<file path="src/hdl/palette_index_packer_macros.svh">
// ----------------------------------------------------------------------------
// Palette index packer assertion macros
// Shared concurrent assertion shorthands, clocked on aclk and held off in reset.
// ----------------------------------------------------------------------------
`ifndef PALETTE_INDEX_PACKER_MACROS_SVH
`define PALETTE_INDEX_PACKER_MACROS_SVH

// Assert a property on every rising edge of aclk outside of reset.
`define PIP_ASSERT(label, prop, msg) \
    label: assert property (@(posedge aclk) disable iff (!aresetn) prop) \
        else $error(msg);

// Assert that an expression is never true outside of reset.
`define PIP_NEVER(label, expr, msg) \
    `PIP_ASSERT(label, !(expr), msg)

`endif

</file>
<file path="src/hdl/pip_pkg.sv">
// ----------------------------------------------------------------------------
// Palette index packer package
// Types and constants shared by the controller, the datapath and the top level.
// ----------------------------------------------------------------------------
package pip_pkg;

    // Widths of the fixed payload fields.
    localparam int COLOR_W = 16;
    localparam int BYTE_W  = 8;

    // Color reported for a palette entry that was never taken.
    localparam logic [COLOR_W-1:0] UNUSED_COLOR = 16'hFFFF;

    // Result kinds carried on m_tuser.
    localparam logic KIND_BYTE  = 1'b0;
    localparam logic KIND_ENTRY = 1'b1;

    // Controller states.
    typedef enum logic {
        ST_PIXEL,
        ST_DUMP
    } state_t;

    // Commands from the controller to the datapath.
    typedef struct packed {
        logic accept;     // take the pixel beat on the input
        logic dump_load;  // load the next palette entry into the output register
    } cmd_t;

    // Status from the datapath to the controller.
    typedef struct packed {
        logic out_valid;  // output register holds a beat
        logic frame_end;  // frame end flag of the pixel beat on offer
        logic dump_last;  // dump counter sits on the last entry of the mode
    } status_t;

endpackage

</file>
<file path="src/hdl/pip_ctrl.sv">
// ----------------------------------------------------------------------------
// Palette index packer controller
// Decides when pixel beats are taken and steps the palette dump at frame end.
// ----------------------------------------------------------------------------
`include "palette_index_packer_macros.svh"

module pip_ctrl (
    input  logic             aclk,
    input  logic             aresetn,
    input  logic             s_tvalid,
    output logic             s_tready,
    input  logic             m_tready,
    input  pip_pkg::status_t status,
    output pip_pkg::cmd_t    cmd
);

    pip_pkg::state_t state_reg;
    pip_pkg::state_t state_next;
    logic            out_free;

    // The output register can take a new beat when empty or being drained.
    assign out_free = !status.out_valid || m_tready;

    // State register.
    always_ff @(posedge aclk) begin
        if (!aresetn) begin
            state_reg <= pip_pkg::ST_PIXEL;
        end else begin
            state_reg <= state_next;
        end
    end

    // Next state: a frame end pixel starts the dump, the last entry ends it.
    always_comb begin
        state_next = state_reg;
        unique case (state_reg)
            pip_pkg::ST_PIXEL: begin
                if (cmd.accept && status.frame_end) begin
                    state_next = pip_pkg::ST_DUMP;
                end
            end
            pip_pkg::ST_DUMP: begin
                if (cmd.dump_load && status.dump_last) begin
                    state_next = pip_pkg::ST_PIXEL;
                end
            end
            default: state_next = pip_pkg::ST_PIXEL;
        endcase
    end

    // Outputs: handshake and datapath commands.
    always_comb begin
        s_tready      = 1'b0;
        cmd.accept    = 1'b0;
        cmd.dump_load = 1'b0;
        unique case (state_reg)
            pip_pkg::ST_PIXEL: begin
                s_tready   = out_free;
                cmd.accept = out_free && s_tvalid;
            end
            pip_pkg::ST_DUMP: begin
                cmd.dump_load = out_free;
            end
            default: begin
                s_tready = 1'b0;
            end
        endcase
    end

    // No pixel may enter while the palette is being dumped.
    `PIP_NEVER(a_no_accept_in_dump, (state_reg == pip_pkg::ST_DUMP) && s_tready,
        "pixel accepted during palette dump")

    // A frame end pixel always leads into the dump.
    `PIP_ASSERT(a_frame_end_dumps, cmd.accept && status.frame_end |=>
        state_reg == pip_pkg::ST_DUMP, "frame end did not start the dump")

    // The last dumped entry returns the controller to pixel intake.
    `PIP_ASSERT(a_dump_ends, cmd.dump_load && status.dump_last |=>
        state_reg == pip_pkg::ST_PIXEL, "dump did not end after the last entry")

endmodule

</file>
<file path="src/hdl/pip_datapath.sv">
// ----------------------------------------------------------------------------
// Palette index packer datapath
// Palette lookup and insert, index packing, overflow flag and output register.
// ----------------------------------------------------------------------------
`include "palette_index_packer_macros.svh"

module pip_datapath #(
    parameter int MAX_INDEX_BITS = 4
) (
    input  logic                         aclk,
    input  logic                         aresetn,
    input  logic                         cfg_wr_en,
    input  logic                         cfg_wr_data,
    input  logic [pip_pkg::COLOR_W-1:0]  in_color,
    input  logic                         in_row_end,
    input  logic                         in_frame_end,
    input  logic                         m_tready,
    input  pip_pkg::cmd_t                cmd,
    output pip_pkg::status_t             status,
    output logic                         out_valid,
    output logic                         out_kind,
    output logic [pip_pkg::COLOR_W-1:0]  out_value,
    output logic                         out_ovf,
    output logic                         out_last
);

    localparam int DEPTH         = 1 << MAX_INDEX_BITS;
    localparam int IDX_W         = MAX_INDEX_BITS;
    localparam int PER_BYTE_WIDE = pip_pkg::BYTE_W / MAX_INDEX_BITS;

    // Palette storage: colors without reset, used bits cleared by reset.
    logic [pip_pkg::COLOR_W-1:0] entry_color_reg [DEPTH];
    logic [DEPTH-1:0]            entry_used_reg;
    logic [DEPTH-1:0]            entry_used_next;

    logic                        index_mode_reg;
    logic [pip_pkg::BYTE_W-1:0]  pack_byte_reg;
    logic [pip_pkg::BYTE_W-1:0]  pack_byte_next;
    logic [2:0]                  pack_slot_reg;
    logic [2:0]                  pack_slot_next;
    logic                        overflow_reg;
    logic                        overflow_next;
    logic [IDX_W-1:0]            dump_cnt_reg;
    logic [IDX_W-1:0]            dump_cnt_next;

    logic                        out_valid_reg;
    logic                        out_kind_reg;
    logic [pip_pkg::COLOR_W-1:0] out_value_reg;
    logic                        out_ovf_reg;
    logic                        out_last_reg;

    logic [DEPTH-1:0]            active;
    logic                        hit;
    logic [IDX_W-1:0]            hit_idx;
    logic                        have_free;
    logic [IDX_W-1:0]            free_idx;
    logic [IDX_W-1:0]            pix_idx;
    logic                        insert;
    logic                        miss_full;
    logic [2:0]                  bits_sel;
    logic [5:0]                  bit_pos;
    logic [pip_pkg::BYTE_W-1:0]  idx_shifted;
    logic [pip_pkg::BYTE_W-1:0]  byte_filled;
    logic [3:0]                  per_byte;
    logic                        emit;
    logic [IDX_W-1:0]            last_entry;
    logic                        dump_clear;
    logic [pip_pkg::COLOR_W-1:0] dump_color;

    // Entries searched in the current mode: the low four, or all of them.
    always_comb begin
        for (int i = 0; i < DEPTH; i++) begin
            active[i] = index_mode_reg || (i < 4);
        end
    end

    // Parallel compare with lowest-index priority for a hit and a free slot.
    always_comb begin
        hit       = 1'b0;
        hit_idx   = '0;
        have_free = 1'b0;
        free_idx  = '0;
        for (int i = DEPTH - 1; i >= 0; i--) begin
            if (active[i] && entry_used_reg[i] && (entry_color_reg[i] == in_color)) begin
                hit     = 1'b1;
                hit_idx = IDX_W'(i);
            end
            if (active[i] && !entry_used_reg[i]) begin
                have_free = 1'b1;
                free_idx  = IDX_W'(i);
            end
        end
    end

    // Index of this pixel; a miss with a full palette maps to entry zero.
    assign insert    = cmd.accept && !hit && have_free;
    assign miss_full = !hit && !have_free;
    assign pix_idx   = hit ? hit_idx : (have_free ? free_idx : '0);

    // Packing: index bits above bit 7 fall off the shift.
    assign bits_sel    = index_mode_reg ? 3'(MAX_INDEX_BITS) : 3'd2;
    assign bit_pos     = 6'(pack_slot_reg) * 6'(bits_sel);
    assign idx_shifted = pip_pkg::BYTE_W'(pix_idx) << bit_pos;
    assign byte_filled = pack_byte_reg | idx_shifted;
    assign per_byte    = index_mode_reg ? 4'(PER_BYTE_WIDE) : 4'd4;
    assign emit        = ((4'(pack_slot_reg) + 4'd1) >= per_byte) || in_row_end
                         || in_frame_end;

    // Dump sequencing over the entries of the current mode.
    assign last_entry = index_mode_reg ? {IDX_W{1'b1}} : IDX_W'(3);
    assign dump_clear = cmd.dump_load && (dump_cnt_reg == last_entry);
    assign dump_color = entry_used_reg[dump_cnt_reg] ? entry_color_reg[dump_cnt_reg]
                                                     : pip_pkg::UNUSED_COLOR;

    // Next values of the packing, flag, used bits and dump counter.
    always_comb begin
        pack_byte_next  = pack_byte_reg;
        pack_slot_next  = pack_slot_reg;
        overflow_next   = overflow_reg;
        entry_used_next = entry_used_reg;
        dump_cnt_next   = dump_cnt_reg;
        if (cmd.accept) begin
            overflow_next = overflow_reg || miss_full;
            if (insert) begin
                entry_used_next[free_idx] = 1'b1;
            end
            if (emit) begin
                pack_byte_next = '0;
                pack_slot_next = '0;
            end else begin
                pack_byte_next = byte_filled;
                pack_slot_next = pack_slot_reg + 3'd1;
            end
        end
        if (cmd.dump_load) begin
            if (dump_clear) begin
                dump_cnt_next   = '0;
                entry_used_next = '0;
                overflow_next   = 1'b0;
            end else begin
                dump_cnt_next = dump_cnt_reg + IDX_W'(1);
            end
        end
    end

    // Control and state registers.
    always_ff @(posedge aclk) begin
        if (!aresetn) begin
            index_mode_reg <= 1'b1;
            pack_byte_reg  <= '0;
            pack_slot_reg  <= '0;
            overflow_reg   <= 1'b0;
            entry_used_reg <= '0;
            dump_cnt_reg   <= '0;
            out_valid_reg  <= 1'b0;
        end else begin
            if (cfg_wr_en) begin
                index_mode_reg <= cfg_wr_data;
            end
            pack_byte_reg  <= pack_byte_next;
            pack_slot_reg  <= pack_slot_next;
            overflow_reg   <= overflow_next;
            entry_used_reg <= entry_used_next;
            dump_cnt_reg   <= dump_cnt_next;
            if ((cmd.accept && emit) || cmd.dump_load) begin
                out_valid_reg <= 1'b1;
            end else if (m_tready) begin
                out_valid_reg <= 1'b0;
            end
        end
    end

    // Palette color write for a newly taken slot.
    always_ff @(posedge aclk) begin
        if (insert) begin
            entry_color_reg[free_idx] <= in_color;
        end
    end

    // Output payload register.
    always_ff @(posedge aclk) begin
        if (cmd.accept && emit) begin
            out_kind_reg  <= pip_pkg::KIND_BYTE;
            out_value_reg <= pip_pkg::COLOR_W'(byte_filled);
            out_ovf_reg   <= overflow_reg || miss_full;
            out_last_reg  <= !in_frame_end;
        end else if (cmd.dump_load) begin
            out_kind_reg  <= pip_pkg::KIND_ENTRY;
            out_value_reg <= dump_color;
            out_ovf_reg   <= overflow_reg;
            out_last_reg  <= dump_clear;
        end
    end

    // Status fields, in package order: out_valid, frame_end, dump_last.
    assign status = {out_valid_reg, in_frame_end, (dump_cnt_reg == last_entry)};

    assign out_valid = out_valid_reg;
    assign out_kind  = out_kind_reg;
    assign out_value = out_value_reg;
    assign out_ovf   = out_ovf_reg;
    assign out_last  = out_last_reg;

    // The frame-end clear leaves an empty palette and no overflow.
    `PIP_ASSERT(a_clear_empties, dump_clear |=> (entry_used_reg == '0) && !overflow_reg,
        "palette not cleared after dump")

endmodule

</file>
<file path="src/hdl/palette_index_packer.sv">
// ----------------------------------------------------------------------------
// Palette index packer
// Builds a first-fit color palette and packs pixel indices LSB-first into bytes.
// ----------------------------------------------------------------------------
// A pixel that closes a byte shows its byte beat in the cycle after it is taken.
// Throughput: one pixel per cycle while m_tready is high and no dump runs; lookup is a
// combinational parallel compare over the palette entries of the current mode.
// Frame end adds 4 or 2^MAX_INDEX_BITS palette beats (no intake), one per m_tready cycle.
// Reset (aresetn low, synchronous) empties the palette, clears the packing and the
// overflow flag, and sets index_mode to the wide mode.
module palette_index_packer #(
    parameter int MAX_INDEX_BITS = 4
) (
    input  logic        aclk,
    input  logic        aresetn,
    input  logic        cfg_wr_en,
    input  logic        cfg_wr_data,   // index_mode
    input  logic        s_tvalid,
    output logic        s_tready,
    input  logic [15:0] s_tdata,       // [15:0] pixel_color
    input  logic        s_tlast,       // row_end
    input  logic        s_tuser,       // frame_end
    output logic        m_tvalid,
    input  logic        m_tready,
    output logic [23:0] m_tdata,       // [15:0] item_value, [16] overflow_seen, [23:17] zero
    output logic        m_tlast,       // last_of_run
    output logic        m_tuser        // item_kind
);

    pip_pkg::cmd_t               cmd;
    pip_pkg::status_t            status;
    logic [pip_pkg::COLOR_W-1:0] out_value;
    logic                        out_ovf;

    // Sequencing of pixel intake and palette dump.
    pip_ctrl u_ctrl (
        .aclk     (aclk),
        .aresetn  (aresetn),
        .s_tvalid (s_tvalid),
        .s_tready (s_tready),
        .m_tready (m_tready),
        .status   (status),
        .cmd      (cmd)
    );

    // Palette, packing and output register.
    pip_datapath #(
        .MAX_INDEX_BITS (MAX_INDEX_BITS)
    ) u_datapath (
        .aclk         (aclk),
        .aresetn      (aresetn),
        .cfg_wr_en    (cfg_wr_en),
        .cfg_wr_data  (cfg_wr_data),
        .in_color     (s_tdata),
        .in_row_end   (s_tlast),
        .in_frame_end (s_tuser),
        .m_tready     (m_tready),
        .cmd          (cmd),
        .status       (status),
        .out_valid    (m_tvalid),
        .out_kind     (m_tuser),
        .out_value    (out_value),
        .out_ovf      (out_ovf),
        .out_last     (m_tlast)
    );

    // Result beat packing.
    assign m_tdata = {7'd0, out_ovf, out_value};

endmodule
</file>
<file path="config.mk">
export PLATFORM = sky130hd
export DESIGN_NAME = palette_index_packer
export DESIGN_NICKNAME = d
export VERILOG_FILES = /design/src/hdl/pip_pkg.sv /design/src/hdl/pip_ctrl.sv /design/src/hdl/pip_datapath.sv /design/src/hdl/palette_index_packer.sv
export VERILOG_INCLUDE_DIRS = /design/src /design/src/hdl
export SDC_FILE = /design/constraint.sdc
export NUM_CORES = 1
export LEC_CHECK = 0
export ABC_AREA = 1
export BUFFER_PORTS_ARGS = -buffer_cell sky130_fd_sc_hd__buf_4
export CAP_MARGIN = 5
export CORE_UTILIZATION = 38
export DETAILED_ROUTE_END_ITERATION = 10
export SLEW_MARGIN = 25
export SYNTH_ARGS = -nofsm -noshare
export SYNTH_HDL_FRONTEND = slang
export SYNTH_SLANG_ARGS = --single-unit
export TNS_END_PERCENT = 10
</file>
<file path="constraint.sdc">
create_clock -name aclk -period 8.9 [get_ports aclk]
set_input_delay 0.89 -clock aclk [delete_from_list [all_inputs] [get_ports aclk]]
set_output_delay 0.89 -clock aclk [all_outputs]
set_load 0.02 [all_outputs]
</file>
## After elaboration in Yosys (flattened, before gate mapping)

Memories as Yosys holds them, arrays and structs flattened. A register that Yosys moved wholly into a read port is not among the register bits.
Index checks and enable logic that the tools add are counted.

- Word-level logic and storage cells: 216
- Bits in writable memories: 256
- Memories kept: 1
- Flip-flop bits (word level): 54
- Output and inout port bits: 28

Memories:

| memory | depth | width | read ports | clocked after Yosys merged registers in | wr ports | line | RTL |
|---|---|---|---|---|---|---|---|
| u_datapath.entry_color_reg | 16 | 16 | 17 | 1 | 1 | pip_datapath.sv:32 | `logic [pip_pkg::COLOR_W-1:0] entry_color_reg [DEPTH];` |

- Reduce and logical (&&, ||, !) cells: 71
- Muxes and demuxes: 102
- Shift operators: 1
- Equal/unequal tests: 17
- Bitwise operators: 3
- Multiply operators: 1
- Add/sub/neg operators: 3
- $lt $le $gt $ge: 4

Operators with widths:

| cell | number |
|---|---|
| == test 16 bit | 16 |
| two-way mux 4 bit | 38 |
| two-way mux 16 bit | 5 |
| two-way mux 1 bit | 50 |
| logical AND 1 bit | 48 |
| two-way mux 8 bit | 3 |
| logical NOT 1 bit | 16 |
| bitwise OR 16 bit | 1 |
| < comparator 4 x 5 -> 1 bit, second input constant | 2 |
| two-way mux 3 bit | 3 |
| bitwise OR 8 bit | 1 |
| left shift 4 x 6 -> 8 bit | 1 |
| multiplier 3 x 3 -> 6 bit | 1 |
| logical OR 1 bit | 5 |
| adder 3 x 1 -> 4 bit, second input constant | 1 |
| adder 4 x 1 -> 4 bit, second input constant | 1 |
| binary-select mux 1 bit (select 4 bit) | 1 |
| demux 1 bit (select 4 bit) | 1 |
| == test 4 bit | 1 |
| greater-or-equal comparator 4 x 1 -> 1 bit, second input constant | 1 |
| greater-or-equal comparator 4 bit | 1 |
| nonzero test 2 bit | 2 |
| adder 3 x 1 -> 3 bit, second input constant | 1 |
| one-hot mux 1 bit (2 select lines) | 1 |
| NOT 1 bit | 1 |

## Logic depth before layout (Yosys ltp)

- Depth after elaboration: 27
- Gate-level depth with buffers: 31
- Depth with buffers taken out: 30

## By module

From an unflattened synthesis, not the netlist that was laid out.

- Cells, all modules: 1800
- Area total of the unflattened synthesis: 16607.2 sq um

By module, submodules not included:

| module | instances | seq. area each (sq um) | cells each | area an instance (sq um) |
|---|---|---|---|---|
| pip_datapath | 1 | 8928.6 | 1777 | 16459.5 |
| pip_ctrl | 1 | 20.0 | 14 | 83.8 |
| palette_index_packer | 1 | 0.0 | 9 | 63.8 |

## Worst setup path before layout

OpenSTA, ideal clock, no wires.

- Kind: input to register
- From: input port s_tdata[7]
- To: memory u_datapath.entry_color_reg[10][0] in the netlist's numbering, enable pin
- Setup slack: 5.383 ns
- Cell stages on the path: 16
- Required time: 8.510 ns
- Data arrival time: 3.127 ns
- Cells stage by stage: buf_4 inv_2 buf_6 buf_6 nand2_1 o2111ai_1 nor3_1 nand4_1 nand2_2 nor2_4 nand3_2 nor2_4 nand2_4 nor3_2 inv_2 nor2_1

- Longest elaborated chain between the ends: 23

RTL lines:

| what | line | RTL |
|---|---|---|
| from (decl) | palette_index_packer.sv:20 | `input logic [15:0] s_tdata,` |
| == test 16 bit | pip_datapath.sv:84 | `if (active[i] && entry_used_reg[i] && (entry_color_reg[i] == in_color)) begin` |
| logical AND 1 bit | pip_datapath.sv:84 |  |
| two-way mux 1 bit (15 in series) | pip_datapath.sv:84 |  |
| two-way mux 1 bit * | pip_datapath.sv:84 |  |
| logical NOT 1 bit * | pip_datapath.sv:96 | `assign insert = cmd.accept && !hit && have_free;` |
| logical AND 1 bit * (2 in series) | pip_datapath.sv:96 |  |
| two-way mux 1 bit * | pip_datapath.sv:175 | `if (insert) begin` |
| two-way mux 1 bit (implied by the code) * | pip_datapath.sv:176 | `entry_color_reg[free_idx] <= in_color;` |
| to (decl) | pip_datapath.sv:32 |  |

Every way passes the cells marked *; elsewhere a longest branch is shown, timed or not.

## Worst setup path after layout

- From: input port s_tdata[0]
- To: memory u_datapath.entry_color_reg[12][5] in the netlist's numbering, enable pin

The elaborated chain is that of the path after synthesis.

==> impl_metrics.csv <==
group,metric,value,unit
run_status,status,"completed",
clock_tree,post-cts-setup-buffers,0,
floorplanning,num_io_pins,52,
timing,min_period_over_period,44.78,%
yosys,seq_area_frac_synth,53.51,%
floorplanning,die_w,211.8,um
finish,drive_above_1_share,10.04,%
global_routing,antenna_found_initial,0,
clock_tree,cts_sinks,314,
route,routed-via-count,14270,
finish,final_common_cell,"nand2_1",
setup_path,crit_path_max_fanout,25,
yosys,synth_edf_count,266,
route,antenna_left,0,
setup_path,critPathLaunch,"s_tdata[0]",
route,m1WireLength,24.16,mm
finish,layout.nets,1865,
floorplanning,row_count,76,
route,dr_wl_met3,5.216,mm
placement,io_buffers,44,
yosys,synthesis.area,16720,sq um
clock_tree,worstSkewPairLatency,0.57,ns
timing,max_slew_margin,30.55,%
power,intPower,2.626,mW
timing,final-setup-viol-count,0,
route,routedWlPerCell,24.58,um
timing,slew_violations,0,
setup_path,crit_arrival,4.15,ns
finish,final_cells,2448,
timing,tns,0,ns
power,powerDensity,195.3,nW/um^2
route,drcViolationCount,0,
yosys,yosys_most_used_dff,"edfxtp_1",
timing,rsz0062_at_grt,"no",
yosys,syn_inst,1836,
timing,max_freq,0.2509,GHz
setup_path,start_kind,"input port",
setup_path,worst_setup_path_end_kind,"register",
floorplanning,start_util,38.65,%
power,seqPwrFrac,46.0,%
global_routing,gr-total-overflow,0,
placement,place_congestion,0.9793,
timing,min_period,3.985,ns
yosys,synth-seq-cells,314,
global_routing,grt_max_degree,85,
timing,hold_viol,0,
setup_path,critPathKind,"in2reg",
job,max_cap_viol_count,0,
yosys,syn_area_per_cell,9.109,sq um
route,via_per_inst,5.830,
yosys,yosysUniqueCellTypes,64,
power,pwr-share-comb,12.0,%
yosys,async_flop_share,0,%
timing,worst_slew_pin_slew,1.041,ns
hold_path,hold_path_class,"reg2reg",
finish,layout_common_cells,"277 x nand2_1, 266 x edfxtp_1, 219 x o21ai_0",
power,clock_power_share,41.9,%
route,drt_iter0_drc,1986,
floorplanning,die_y,211.8,um
clock_tree,cts_buffers,37,
finish,n_antenna_cell,0,
placement,dp.cells,2381,
hold_path,min-delay-start,"u_datapath.pack_byte_reg[4]",
route,drtPass1Iterations,9,
route,met2WireLength,27.49,mm
clock_tree,tritoncts,"built",
power,ir_worst_vdd,0.1640,mV
clock_tree,clk_path_buf_depth,3,
floorplanning,fp.coreArea,43270,sq um
global_routing,groute.usage.overall,26.98,%
yosys,yosys_warnings,0,
timing,clock-skew-final,0.03039,ns
route,top_layer,"met4",
global_routing,grt_pass1_vias,13580,
placement,hpwl,39.28,mm
power,leakage,6.723,nW
setup_path,required,9.06,ns
route,routed_wl,60.17,mm
finish,largest_register_ffs,256,
floorplanning,die_area,44850,sq um
power,p_sw,0.9814,mW
clock_tree,holdBufCountCts,0,
timing,hold_ws,0.4725,ns
clock_tree,h-tree-depth,2,
clock_tree,clk_pin_slew,0.06,ns
clock_tree,cts_resized,0,
clock_tree,cts_root_buffer,"clkbuf_16",
power,swShare,27.21,%
global_routing,grt_pass1_wl,88.11,mm
finish,area_growth,10.46,%
==> critical path, cell delays in order <==
cell     delay (ns)
buf_4          0.32
inv_2          0.35
or2_2          0.38
nand3_1        0.10
nor4_1         0.05
nand3_1        0.16
nand2_1        0.13
nor2_4         0.16
nand4_2        0.16
nor2_4         0.24
nand2_4        0.10
nor3_2         0.20
inv_2          0.09
nor2_2         0.78
==> per-stage QoR <==
stage          total power, mW  worst slack [ns]  utilization [%]  instance area, sq um
2_1_floorplan            1.951             5.383                -                 16750
3_5_place_dp             2.116             4.374            39.96                 17290
3_3_place_gp             2.114             4.430            39.96                 17290
4_1_cts                  3.613             4.941            42.68                 18470
5_1_grt                  3.705             4.756            42.70                 18470
6_report                 3.607             4.915            42.70                 18470
==> layout make-up <==
cell class                 instances  area (sq um)
clock buffer                      50          1037
clock inverter                    17         140.1
fill                            4220         24790
inverter                         211         810.8
multi-input combinational       1208          6326
sequential                       314          8954
tap                              585         732.0
timing repair buffer              63         473.0
==> Yosys cell counts, drive strengths merged (39+ instances only) <==
library cell / n / area share (%)
nand2: 283 / 6.5
dfxtp: 48 / 5.7
a21oi: 112 / 3.4
o22ai: 60 / 2.3
nor2: 194 / 4.6
clkbuf: 52 / 1.2
buf: 59 / 2.9
inv: 208 / 4.8
nand3: 86 / 2.6
o21ai: 231 / 6.9
xor2: 39 / 2.0
edfxtp: 266 / 48
==> cell families (layout without fill, tap and decap cells) <==
group,after synthesis,count (layout),share of synthesized area (%)
flops,314,314,53.51
compound gates,501,501,17.56
other cells,1,9,0.02242
fa+ha+maj,6,6,0.4938
buf+inv,322,341,8.888
simple gates,638,638,16.70
xor+xnor,54,54,2.828
==> routing by layer <==
metal  vias up  global-route usage [%]
met3       169                   4.539
li1       6410                       -
met4         0                   15.19
met1      6902                   35.12
met2       792                   42.60
met5         -                       0
==> worst paths after layout <==
check / end / slack, ns / depth (start not counted)
worst max-delay path: u_datapath.entry_color_reg[12][5] / 4.91 / 14
worst min-delay path: u_datapath.pack_byte_reg[4] / 0.47 / 2
worst max register to register: u_datapath.out_value[6] / 5.10 / 9
worst min register to register: u_datapath.pack_byte_reg[4] / 0.47 / 2
==> power groups by stage <==
stage / sequential (mW) / clock, mW / combinational [mW]
after CTS: 1.66 / 1.53 / 0.426
after global placement: 1.69 / 0 / 0.423
after floorplan: 1.69 / 0 / 0.256
final: 1.66 / 1.51 / 0.434
after detailed placement: 1.69 / 0 / 0.425
after global routing: 1.66 / 1.58 / 0.465
Power figures use the tool's default switching activity.
